$ cat config.mk
export PLATFORM = sky130hd
export DESIGN_NAME = keyword_operator_tokenizer
export DESIGN_NICKNAME = d
export VERILOG_FILES = /design/src/rtl/kot_pkg.sv /design/src/rtl/kot_lex.sv /design/src/rtl/keyword_operator_tokenizer.sv
export VERILOG_INCLUDE_DIRS = /design/src /design/src/rtl
export SDC_FILE = /design/constraint.sdc
export NUM_CORES = 1
export LEC_CHECK = 0
export BUFFER_PORTS_ARGS = -buffer_cell sky130_fd_sc_hd__buf_4
export CAP_MARGIN = 10
export CELL_PAD_IN_SITES_DETAIL_PLACEMENT = 2
export CELL_PAD_IN_SITES_GLOBAL_PLACEMENT = 2
export CORE_AREA = 2 2 123 125
export DETAILED_ROUTE_END_ITERATION = 8
export DIE_AREA = 0 0 125 127
export GPL_TIMING_DRIVEN = 0
export PLACE_DENSITY = 0.87
export SKIP_CTS_REPAIR_TIMING = 1
export SYNTH_ARGS = -nofsm -noshare
export SYNTH_HDL_FRONTEND = slang
export SYNTH_HIERARCHICAL = 1
export SYNTH_SLANG_ARGS = --single-unit
$ cat constraint.sdc
create_clock -name clk -period 5.4 [get_ports clk]
set_input_delay 0.81 -clock clk [delete_from_list [all_inputs] [get_ports clk]]
set_output_delay 0.81 -clock clk [all_outputs]
set_load 0.02 [all_outputs]
$ cat src/rtl/assert_macros.svh
`ifndef ASSERT_MACROS_SVH
`define ASSERT_MACROS_SVH

// check that holds at every clock edge outside reset
`define ASSERT_ALWAYS(lbl, expr) \
	lbl: assert property (@(posedge clk) disable iff (!arst_n) (expr)) \
		else $error("assertion failed");

// check that the condition holds in the cycle after the trigger
`define ASSERT_NEXT(lbl, trig, expr) \
	lbl: assert property (@(posedge clk) disable iff (!arst_n) (trig) |=> (expr)) \
		else $error("assertion failed");

`endif

$ cat src/rtl/kot_pkg.sv
`default_nettype none

package kot_pkg;

	localparam int MAX_NAME_LEN = 50;
	localparam int RUN_W = $clog2(MAX_NAME_LEN + 1);
	localparam int KEEP = 5;
	localparam int FIFO_DEPTH = 4;
	localparam int FIFO_AW = $clog2(FIFO_DEPTH);
	localparam int FIFO_CW = $clog2(FIFO_DEPTH + 1);

	typedef logic [4:0] tok_t;
	typedef logic [7:0] char_t;

	localparam tok_t TOK_IF = 5'd0;
	localparam tok_t TOK_ELSE = 5'd1;
	localparam tok_t TOK_WHILE = 5'd2;
	localparam tok_t TOK_PRINT = 5'd3;
	localparam tok_t TOK_COLON = 5'd4;
	localparam tok_t TOK_SEMI = 5'd5;
	localparam tok_t TOK_LPAREN = 5'd6;
	localparam tok_t TOK_RPAREN = 5'd7;
	localparam tok_t TOK_LBRACE = 5'd8;
	localparam tok_t TOK_RBRACE = 5'd9;
	localparam tok_t TOK_ASSIGN = 5'd10;
	localparam tok_t TOK_EQ = 5'd11;
	localparam tok_t TOK_PLUS = 5'd12;
	localparam tok_t TOK_MINUS = 5'd13;
	localparam tok_t TOK_STAR = 5'd14;
	localparam tok_t TOK_SLASH = 5'd15;
	localparam tok_t TOK_COMMENT = 5'd16;
	localparam tok_t TOK_PERCENT = 5'd17;
	localparam tok_t TOK_NOT = 5'd18;
	localparam tok_t TOK_NE = 5'd19;
	localparam tok_t TOK_GT = 5'd20;
	localparam tok_t TOK_GE = 5'd21;
	localparam tok_t TOK_LT = 5'd22;
	localparam tok_t TOK_LE = 5'd23;
	localparam tok_t TOK_AMP = 5'd24;
	localparam tok_t TOK_BAR = 5'd25;
	localparam tok_t TOK_END = 5'd26;
	localparam tok_t TOK_TOO_LONG = 5'd27;

	localparam char_t CH_NUL = 8'h00;
	localparam char_t CH_BANG = 8'h21;
	localparam char_t CH_PERCENT = 8'h25;
	localparam char_t CH_AMP = 8'h26;
	localparam char_t CH_LPAREN = 8'h28;
	localparam char_t CH_RPAREN = 8'h29;
	localparam char_t CH_STAR = 8'h2A;
	localparam char_t CH_PLUS = 8'h2B;
	localparam char_t CH_MINUS = 8'h2D;
	localparam char_t CH_SLASH = 8'h2F;
	localparam char_t CH_COLON = 8'h3A;
	localparam char_t CH_SEMI = 8'h3B;
	localparam char_t CH_LT = 8'h3C;
	localparam char_t CH_EQ = 8'h3D;
	localparam char_t CH_GT = 8'h3E;
	localparam char_t CH_LBRACE = 8'h7B;
	localparam char_t CH_BAR = 8'h7C;
	localparam char_t CH_RBRACE = 8'h7D;
	localparam char_t CH_UP_A = 8'h41;
	localparam char_t CH_UP_Z = 8'h5A;
	localparam char_t CH_LO_A = 8'h61;
	localparam char_t CH_LO_Z = 8'h7A;

	typedef enum logic [2:0] {
		PEND_NONE,
		PEND_EQ,
		PEND_SLASH,
		PEND_BANG,
		PEND_GT,
		PEND_LT
	} pend_t;

	typedef struct packed {
		pend_t pend;
		logic [RUN_W-1:0] run_len;
		logic [KEEP-1:0][7:0] letters;
		logic muted;
	} lex_state_t;

	typedef struct packed {
		logic [1:0] count;
		tok_t tok0;
		tok_t tok1;
	} lex_out_t;

	typedef struct packed {
		logic hit;
		tok_t tok;
	} tok_hit_t;

	function automatic logic is_letter(input char_t c);
		return (c >= CH_LO_A && c <= CH_LO_Z) || (c >= CH_UP_A && c <= CH_UP_Z);
	endfunction

	function automatic pend_t held_code(input char_t c);
		pend_t p;
		case (c)
			CH_EQ: p = PEND_EQ;
			CH_SLASH: p = PEND_SLASH;
			CH_BANG: p = PEND_BANG;
			CH_GT: p = PEND_GT;
			CH_LT: p = PEND_LT;
			default: p = PEND_NONE;
		endcase
		return p;
	endfunction

	function automatic tok_hit_t single_code(input char_t c);
		tok_hit_t r;
		r.hit = 1'b1;
		case (c)
			CH_COLON: r.tok = TOK_COLON;
			CH_SEMI: r.tok = TOK_SEMI;
			CH_LPAREN: r.tok = TOK_LPAREN;
			CH_RPAREN: r.tok = TOK_RPAREN;
			CH_LBRACE: r.tok = TOK_LBRACE;
			CH_RBRACE: r.tok = TOK_RBRACE;
			CH_PLUS: r.tok = TOK_PLUS;
			CH_MINUS: r.tok = TOK_MINUS;
			CH_STAR: r.tok = TOK_STAR;
			CH_PERCENT: r.tok = TOK_PERCENT;
			CH_AMP: r.tok = TOK_AMP;
			CH_BAR: r.tok = TOK_BAR;
			default: begin
				r.hit = 1'b0;
				r.tok = TOK_IF;
			end
		endcase
		return r;
	endfunction

	function automatic tok_t pend_single(input pend_t p);
		tok_t t;
		case (p)
			PEND_EQ: t = TOK_ASSIGN;
			PEND_SLASH: t = TOK_SLASH;
			PEND_BANG: t = TOK_NOT;
			PEND_GT: t = TOK_GT;
			PEND_LT: t = TOK_LT;
			default: t = TOK_IF;
		endcase
		return t;
	endfunction

	function automatic tok_t pend_pair(input pend_t p);
		tok_t t;
		case (p)
			PEND_EQ: t = TOK_EQ;
			PEND_SLASH: t = TOK_COMMENT;
			PEND_BANG: t = TOK_NE;
			PEND_GT: t = TOK_GE;
			PEND_LT: t = TOK_LE;
			default: t = TOK_IF;
		endcase
		return t;
	endfunction

	function automatic char_t pend_second(input pend_t p);
		char_t c;
		case (p)
			PEND_SLASH: c = CH_SLASH;
			PEND_EQ, PEND_BANG, PEND_GT, PEND_LT: c = CH_EQ;
			default: c = CH_NUL;
		endcase
		return c;
	endfunction

	// letters[0] is the first letter of the run
	function automatic tok_hit_t kw_match(input logic [KEEP-1:0][7:0] l,
			input logic [RUN_W-1:0] len);
		tok_hit_t r;
		r.hit = 1'b1;
		if (len == RUN_W'(2) && l[0] == 8'h69 && l[1] == 8'h66) begin
			r.tok = TOK_IF;
		end else if (len == RUN_W'(4) && l[0] == 8'h65 && l[1] == 8'h6C
				&& l[2] == 8'h73 && l[3] == 8'h65) begin
			r.tok = TOK_ELSE;
		end else if (len == RUN_W'(5) && l[0] == 8'h77 && l[1] == 8'h68
				&& l[2] == 8'h69 && l[3] == 8'h6C && l[4] == 8'h65) begin
			r.tok = TOK_WHILE;
		end else if (len == RUN_W'(5) && l[0] == 8'h70 && l[1] == 8'h72
				&& l[2] == 8'h69 && l[3] == 8'h6E && l[4] == 8'h74) begin
			r.tok = TOK_PRINT;
		end else begin
			r.hit = 1'b0;
			r.tok = TOK_IF;
		end
		return r;
	endfunction

endpackage

`default_nettype wire

$ cat src/rtl/kot_lex.sv
`default_nettype none

module kot_lex (
	input kot_pkg::lex_state_t cur,
	input kot_pkg::char_t c,
	output kot_pkg::lex_state_t nxt,
	output kot_pkg::lex_out_t res
);

	logic done;
	logic [kot_pkg::RUN_W-1:0] len1;
	kot_pkg::tok_hit_t kw;
	kot_pkg::tok_hit_t sgl;
	kot_pkg::tok_t emit_tok;
	logic emit;

	always_comb begin
		nxt = cur;
		res = '0;
		done = 1'b0;
		emit = 1'b0;
		emit_tok = kot_pkg::TOK_IF;
		len1 = cur.run_len + kot_pkg::RUN_W'(1);
		kw = '0;
		sgl = kot_pkg::single_code(c);
		if (cur.muted) begin
			if (c == kot_pkg::CH_NUL) begin
				nxt.muted = 1'b0;
				nxt.run_len = '0;
				nxt.pend = kot_pkg::PEND_NONE;
				res.count = 2'd1;
				res.tok0 = kot_pkg::TOK_END;
			end
		end else begin
			if (cur.pend != kot_pkg::PEND_NONE) begin
				nxt.pend = kot_pkg::PEND_NONE;
				if (c == kot_pkg::pend_second(cur.pend)) begin
					nxt.run_len = '0;
					done = 1'b1;
					res.tok0 = kot_pkg::pend_pair(cur.pend);
				end else begin
					res.tok0 = kot_pkg::pend_single(cur.pend);
				end
				res.count = 2'd1;
			end
			if (!done) begin
				if (kot_pkg::is_letter(c)) begin
					for (int i = 0; i < kot_pkg::KEEP; i++) begin
						if (cur.run_len == kot_pkg::RUN_W'(i))
							nxt.letters[i] = c;
					end
					kw = kot_pkg::kw_match(nxt.letters, len1);
					if (len1 >= kot_pkg::RUN_W'(kot_pkg::MAX_NAME_LEN)) begin
						nxt.run_len = '0;
						nxt.muted = 1'b1;
						emit = 1'b1;
						emit_tok = kot_pkg::TOK_TOO_LONG;
					end else if (kw.hit) begin
						nxt.run_len = '0;
						emit = 1'b1;
						emit_tok = kw.tok;
					end else begin
						nxt.run_len = len1;
					end
				end else begin
					nxt.run_len = '0;
					if (c == kot_pkg::CH_NUL) begin
						emit = 1'b1;
						emit_tok = kot_pkg::TOK_END;
					end else if (kot_pkg::held_code(c) != kot_pkg::PEND_NONE) begin
						nxt.pend = kot_pkg::held_code(c);
					end else if (sgl.hit) begin
						emit = 1'b1;
						emit_tok = sgl.tok;
					end
				end
				// a flushed operator goes first, the new token after it
				if (emit) begin
					if (res.count == 2'd0) begin
						res.tok0 = emit_tok;
						res.count = 2'd1;
					end else begin
						res.tok1 = emit_tok;
						res.count = 2'd2;
					end
				end
			end
		end
	end

endmodule

`default_nettype wire

$ cat src/rtl/keyword_operator_tokenizer.sv
`default_nettype none

// Keyword and operator tokenizer. One character beat is taken every clock cycle
// while the queue has room; the byte is held in an input register, decoded by a
// single pass of logic against the run and held-operator state, and its zero,
// one or two tokens are then pushed into a four-entry result queue. The queue
// drains one token a cycle while token_ready is high: a character that gives two
// tokens (a held operator flushed by another token) fills two queue entries, and
// input stalls only when the queue holds more than two tokens. last marks the
// final token caused by each character.

module keyword_operator_tokenizer (
	input wire logic clk,
	input wire logic arst_n,
	input wire logic char_valid,
	output logic char_ready,
	input wire logic [7:0] char_code,
	output logic token_valid,
	input wire logic token_ready,
	output logic [4:0] token_code,
	output logic last
);

	`include "assert_macros.svh"

	logic valid_s1;
	kot_pkg::char_t char_s1;
	logic fire;

	kot_pkg::pend_t pend_q;
	logic [kot_pkg::RUN_W-1:0] run_len_q;
	logic [kot_pkg::KEEP-1:0][7:0] letters_q;
	logic muted_q;

	kot_pkg::lex_state_t cur;
	kot_pkg::lex_state_t nxt;
	kot_pkg::lex_out_t res;

	kot_pkg::tok_t fifo_tok_q [kot_pkg::FIFO_DEPTH];
	logic fifo_last_q [kot_pkg::FIFO_DEPTH];
	logic [kot_pkg::FIFO_AW-1:0] wr_ptr_q;
	logic [kot_pkg::FIFO_AW-1:0] rd_ptr_q;
	logic [kot_pkg::FIFO_CW-1:0] count_q;
	logic [kot_pkg::FIFO_CW-1:0] push_n;
	logic pop;

	assign fire = valid_s1 && (count_q <= kot_pkg::FIFO_CW'(kot_pkg::FIFO_DEPTH - 2));
	assign char_ready = !valid_s1 || fire;

	always_ff @(posedge clk or negedge arst_n) begin
		if (!arst_n) begin
			valid_s1 <= 1'b0;
		end else if (char_valid && char_ready) begin
			valid_s1 <= 1'b1;
		end else if (fire) begin
			valid_s1 <= 1'b0;
		end
	end

	always_ff @(posedge clk) begin
		if (char_valid && char_ready)
			char_s1 <= char_code;
	end

	assign cur = '{pend: pend_q, run_len: run_len_q, letters: letters_q, muted: muted_q};

	kot_lex u_lex (
		.cur(cur),
		.c(char_s1),
		.nxt(nxt),
		.res(res)
	);

	always_ff @(posedge clk or negedge arst_n) begin
		if (!arst_n) begin
			pend_q <= kot_pkg::PEND_NONE;
			run_len_q <= '0;
			muted_q <= 1'b0;
		end else if (fire) begin
			pend_q <= nxt.pend;
			run_len_q <= nxt.run_len;
			muted_q <= nxt.muted;
		end
	end

	// letters beyond the run length are never compared
	always_ff @(posedge clk) begin
		if (fire)
			letters_q <= nxt.letters;
	end

	assign push_n = fire ? kot_pkg::FIFO_CW'(res.count) : '0;
	assign pop = token_valid && token_ready;

	always_ff @(posedge clk) begin
		if (fire && res.count != 2'd0) begin
			fifo_tok_q[wr_ptr_q] <= res.tok0;
			fifo_last_q[wr_ptr_q] <= (res.count == 2'd1);
		end
		if (fire && res.count == 2'd2) begin
			fifo_tok_q[wr_ptr_q + kot_pkg::FIFO_AW'(1)] <= res.tok1;
			fifo_last_q[wr_ptr_q + kot_pkg::FIFO_AW'(1)] <= 1'b1;
		end
	end

	always_ff @(posedge clk or negedge arst_n) begin
		if (!arst_n) begin
			wr_ptr_q <= '0;
			rd_ptr_q <= '0;
			count_q <= '0;
		end else begin
			wr_ptr_q <= wr_ptr_q + kot_pkg::FIFO_AW'(push_n);
			if (pop)
				rd_ptr_q <= rd_ptr_q + kot_pkg::FIFO_AW'(1);
			count_q <= count_q + push_n - kot_pkg::FIFO_CW'(pop);
		end
	end

	assign token_valid = (count_q != '0);
	assign token_code = fifo_tok_q[rd_ptr_q];
	assign last = fifo_last_q[rd_ptr_q];

	`ASSERT_ALWAYS(a_fifo_bound, count_q <= kot_pkg::FIFO_CW'(kot_pkg::FIFO_DEPTH))
	`ASSERT_ALWAYS(a_mute_no_pend, !muted_q || pend_q == kot_pkg::PEND_NONE)
	`ASSERT_ALWAYS(a_run_below_max, run_len_q < kot_pkg::RUN_W'(kot_pkg::MAX_NAME_LEN))
	`ASSERT_NEXT(a_nul_resets, fire && char_s1 == kot_pkg::CH_NUL, run_len_q == '0 && !muted_q && pend_q == kot_pkg::PEND_NONE)

endmodule

`default_nettype wire
* Word-level counts from Yosys, hierarchy flattened *
Memory sizes are Yosys's and may differ from the RTL's.
Index checks and enable logic that the tools add are counted.

word-level totals
  flip-flop bits (word level) = 66
  memory bits (writable) = 24
  input bits = 12
  output and inout port bits = 8
  logic and storage cells = 211
  memories kept = 2

memory list
  memory       depth  bits a word  read ports  clocked after memory_dff  wr ports  RTL line                          source
  fifo_tok_q   4      5            1           0                         2         keyword_operator_tokenizer.sv:39  kot_pkg::tok_t fifo_tok_q [kot_pkg::FIFO_DEPTH];
  fifo_last_q  4      1            1           0                         2         keyword_operator_tokenizer.sv:40  logic fifo_last_q [kot_pkg::FIFO_DEPTH];

cells by class
  $add $sub $neg = 6
  magnitude comparators = 6
  equality and inequality tests = 50
  muxes and demuxes = 93
  bitwise operators = 2
  reduce and logical (&&, ||, !) cells = 39

operators with widths
  kind                  number
  $mux W8               22
  $eq A8 B7 Y1 const B  18
  $eq A8 B6 Y1 const B  14
  $mux W5               13
  $pmux W5 S12          1
  $mux W50              1
  $pmux W5 S5           2
  $mux W41              1
  $mux W6               6
  $mux W1               28
  $mux W9               3
  $mux W12              2
  $logic_and A1 B1 Y1   23
  $mux W3               7
  $eq A6 B2 Y1 const B  3
  $eq A6 B3 Y1 const B  3
  $ge A8 B7 Y1 const B  2
  $le A8 B7 Y1 const B  2
  $pmux W3 S5           1
  $mux W7               2
  $pmux W6 S2           1
  $reduce_or A12 Y1     1
  $reduce_bool A3 Y1    3
  $eq A8 B8 Y1          1
  other kinds (26)      36

* Logic depth before layout (Yosys ltp) *
  depth after elaboration = 36
  mapped depth = 21
  depth with buffers taken out = 20

* Hierarchy *
The synthesis kept the hierarchy.

by module, submodules not included
  module                      instances  cells each  area an instance (um^2)  sequential area each (um^2)
  keyword_operator_tokenizer  1          192         3569.7                   2572.5
  kot_lex                     1          371         2412.3                   0.0

* Worst setup path after synthesis *
No wires, ideal clock.

  path kind = reg-to-reg
  start = register run_len_q[0] in the netlist's numbering
  end = register count_q[2] in the netlist's numbering
  arrival = 4071 ps
  slack = 1205 ps
  cell stages (with the launch flop) = 22
  clock period less this slack = 4195 ps
  cells stage by stage = dfrtp_1 -> inv_1 -> ha_1 -> nor2b_1 -> buf_2 -> nand3_1 -> or4_1 -> a211oi_1 -> a41oi_1 -> o21ai_4 -> and2_1 -> ha_1 -> nor2_1 -> nor2_1 -> nand2_1 -> ha_1 -> inv_1 -> ha_1 -> inv_1 -> fa_1 -> xor2_1 -> xnor2_1

RTL lines
  item                    RTL line                           source
  from (decl)             keyword_operator_tokenizer.sv:31   logic [kot_pkg::RUN_W-1:0] run_len_q;
  from (signal assigned)  keyword_operator_tokenizer.sv:81   run_len_q <= nxt.run_len;
  to (signal assigned)    keyword_operator_tokenizer.sv:115  count_q <= count_q + push_n - kot_pkg::FIFO_CW'(pop);
  to (decl)               keyword_operator_tokenizer.sv:43   logic [kot_pkg::FIFO_CW-1:0] count_q;

==> summary.md <==
| Metric | Value |
|---|---|
| Crit. End Element | `flip-flop` |
| DR WL/cell | `26.4 µm` |
| Finished Layout Cells | `783` |
| CP max-delay cell | `dfrtp_1` |
| Starting DRT DRC Count | `388` |
| N_diodes | `0` |
| Total Wirelength | `20.6 mm` |
| Avg Cell Area, Syn | `10.6 µm²` |
| Vias | `4,886` |
| Share of cells above drive strength 1 | `19.5%` |
| Drc violations | `0` |
| Data required time of the worst path | `5.64 ns` |
| Syn nets | `586` |
| Crit start category | `flip-flop` |
| Remaining global-route overflow | `0` |
| Vias in the first global route | `5,383` |
| Buf/Inv on CP | `4` |
| Total power | `3.52 mW` |
| Initial core utilization | `41.5%` |
| Worst-Margin Slew | `0.922 ns` |
| Global-route wire length before repair | `32.2 mm` |
| CTS H-tree lvls | `3` |
| Final core utilization | `46.6%` |
| EDFF count, synth | `68` |
| CTS Buffer Depth | `2` |
| Worst VDD drop | `0.217 mV` |
| Delay-heaviest family, CP | `simple AND/OR/NAND/NOR gates` |
| Row cnt | `44` |
| Crit-path max cell delay | `0.52 ns` |
| Fmax | `201 MHz` |
| Reg-to-reg startpoint | `run_len_q[0]` |
| Post-Route Skew | `0.0104 ns` |
| Post-synthesis instance area | `5980 µm²` |
| Core ar. | `14,400 µm²` |
| Crit path DAT | `5.22 ns` |
| Fillers | `1,512` |
| TritonCTS clock tree | `built` |
| Initial antenna violation count | `0` |
| Die area | `15,900 µm²` |
| Commonest cells post-synth | `edfxtp_1, nor2_1, mux2_2` |
| Ports | `20` |
| Worst-path maximum fanout | `11` |
| Crit path time final | `4.98 ns` |
| Final period utilization | `92.2%` |
| Status | `finished, final reports clean` |
| Detail Placement HPWL | `15.3 mm` |
| Worst-path clk slew | `0.07 ns` |
| Antenna Nets Post-Route | `0` |
| Number of CTS-inserted buffers | `9` |
| Worst hold path class | `primary input to asynchronous set/reset pin` |
| Reg2Reg Depth | `21` |
| Largest net degree at the start of global routing | `35` |
| LEAKAGE | `2.46 nW` |
| Clock sink total | `90` |
| Top cell type's share of synthesized area | `34.1%` |
| Register bit total from synthesis | `90` |
| RSZ-0062 raised after global routing | `no` |
| RePlAce Congestion | `0.913` |
| Pwr dens | `524 nW/µm²` |
| Synth-to-Final Area Change | `12.4%` |
| Reg area | `2570 µm²` |
| Place WS | `0.128 ns` |
| R2r endpoint | `count_q[2]` |
| Global Route Usage Sum | `26.7%` |
| Cell count after synthesis | `563` |
| Most numerous cell in the Yosys netlist | `edfxtp_1` |
| Most used cell, CP | `ha_1` |
| Max-cap violation count | `0` |
| Final Max Tran Viols | `0` |
| Final setup fails | `0` |
| Final nets | `617` |
| Final worst setup slack | `0.423 ns` |
| Crit Path Class | `flip-flop to flip-flop` |
| Port buffer count | `19` |
| R2r setup slk | `0.42 ns` |
| Die H | `127 µm` |
| 1st-pass router iterations | `4` |
| Ys Warns | `6` |
| Die width | `125 µm` |
| Count of different cell masters after synthesis | `80` |
| Critical Path, Cell by Cell | `inv_1, ha_1, nor2b_1, buf_2, nand3_2, or4_1, a211oi_1, a41oi_1, o21ai_4, and2_1, ha_1, nor2_1, nor2_2, nand2_1, ha_1, inv_1, ha_1, inv_1, fa_1, xor2_1, xnor2_1` |
| Top cell type by total area after synthesis | `edfxtp_1` |
| Fin Setup TNS | `0 ns` |
| Met3 Use GR | `3.06%` |
| GR Util met2 | `49.0%` |
| Area occupied by multi-input gates | `3170 µm²` |
| Hold Vio Cnt, Final | `0` |
| Clock root cell | `clkbuf_16` |
| Via-to-Cell Ratio | `6.24` |
| Skew-Pair Late Insertion Delay | `0.36 ns` |
| Ys flop type | `edfxtp_1` |
| Part of the Yosys area used for sequential elements | `43.0%` |
| Met1 Use GR | `32.4%` |
| FFs w/ async S/R, synth | `20.0%` |
| Most area-consuming cells after synthesis | `edfxtp_1, dfrtp_1, mux2_2, mux2_1, nor2_1` |
| DP Cell Count | `767` |
| Slew headroom | `38.0%` |
| GR peak layer | `met2` |
==> power breakdown <==
| group | internal, mW | switching, mW | leakage [nW] | total [mW] |
|---|---|---|---|---|
| Sequential | 1.05 | 0.177 | 0.887 | 1.23 |
| Clock | 0.453 | 0.278 | 0.164 | 0.731 |
| Combinational | 0.587 | 0.978 | 1.41 | 1.56 |
==> through the flow <==
step | area [µm²] | hold WS (ns)
6_report | 6730 | 0.327
3_3_place_gp | 6350 | 0.466
4_1_cts | 6710 | 0.334
5_1_grt | 6730 | 0.343
2_1_floorplan | 5980 | 0.441
3_5_place_dp | 6370 | 0.484
==> cells by family (layout without fill, tap and decap cells) <==
kind of cell               after synthesis  count (layout)  share of synthesized area, %
xor gates and xnor gates                11              11                          1.61
and+or+nand+nor                        204             204                          20.5
adders and majority gates               11              11                          2.43
muxes                                   71              71                          14.4
buffers and inverters                   59              95                          4.25
AOI/OAI and AO/OA                      117             117                          13.8
DFF                                     90              90                          43.0
==> registers in the layout, indices dropped and copies added, names as in the netlist <==
| register | cells |
|---|---|
| cur | 40 |
| fifo_tok_q | 20 |
| char_s1 | 8 |
| run_len_q | 6 |
| fifo_last_q | 4 |
| count_q | 3 |
| pend_q | 3 |
| rd_ptr_q | 2 |
| wr_ptr_q | 2 |
| muted_q | 1 |
| valid_s1 | 1 |
==> area by class of cell <==
type / instances / area share [%]
clock buffer: 11 / 3.46
buffer: 36 / 2.51
clock inverter: 5 / 1.54
timing repair buffer: 20 / 2.42
multi-input combinational: 414 / 47.1
sequential: 90 / 38.2
tap: 184 / 3.42
inverter: 23 / 1.28
==> worst max path at each step <==
stage / start / end / slack [ns] / depth (start not counted)
finish: run_len_q[0] / count_q[2] / 0.42 / 21
global route: run_len_q[0] / count_q[2] / 0.03 / 21
CTS: run_len_q[0] / count_q[2] / 0.11 / 21
detailed placement: run_len_q[0] / count_q[2] / 0.13 / 21
global placement: run_len_q[0] / count_q[2] / 0.20 / 21
floorplan: run_len_q[0] / count_q[2] / 1.21 / 21
==> layer usage <==
| metal | share of wire, % | up-vias |
|---|---|---|
| met4 | 2.6 | 0 |
| met1 | 41 | 2524 |
| met2 | 53 | 112 |
| li1 | - | 2219 |
| met3 | 3.0 | 31 |
| met5 | 0 | - |
==> layout by cell type (no fill, tap or decap), types with 4 or more instances in the layout <==
| cell type | instances |
|---|---|
| ha_1 | 10 |
| a21oi_1 | 28 |
| o22ai_1 | 4 |
| and3_1 | 4 |
| a211oi_1 | 7 |
| nor4b_1 | 5 |
| or4_1 | 6 |
| nor3_1 | 14 |
| nor3b_1 | 4 |
| inv_1 | 22 |
| dfrtp_1 | 18 |
| buf_2 | 8 |
| mux4_2 | 6 |
| nor2b_1 | 13 |
| mux2_2 | 33 |
| xnor2_1 | 6 |
| mux2i_1 | 4 |
| a22o_1 | 7 |
| xor2_1 | 5 |
| buf_4 | 19 |
| nor4_1 | 5 |
| o2111ai_1 | 5 |
| nor2_1 | 37 |
| nand4_4 | 4 |
| mux2_1 | 28 |
| or3_1 | 9 |
| a21o_1 | 5 |
| nand2_1 | 27 |
| o21ai_0 | 20 |
| nand3_1 | 19 |
| dfxtp_1 | 4 |
| o211ai_1 | 4 |
| edfxtp_1 | 68 |
| or2_2 | 6 |
| clkbuf_16 | 9 |
| nand2b_1 | 12 |
| clkbuf_1 | 23 |
| nand4_1 | 9 |
(Power assumes the default switching activity.)
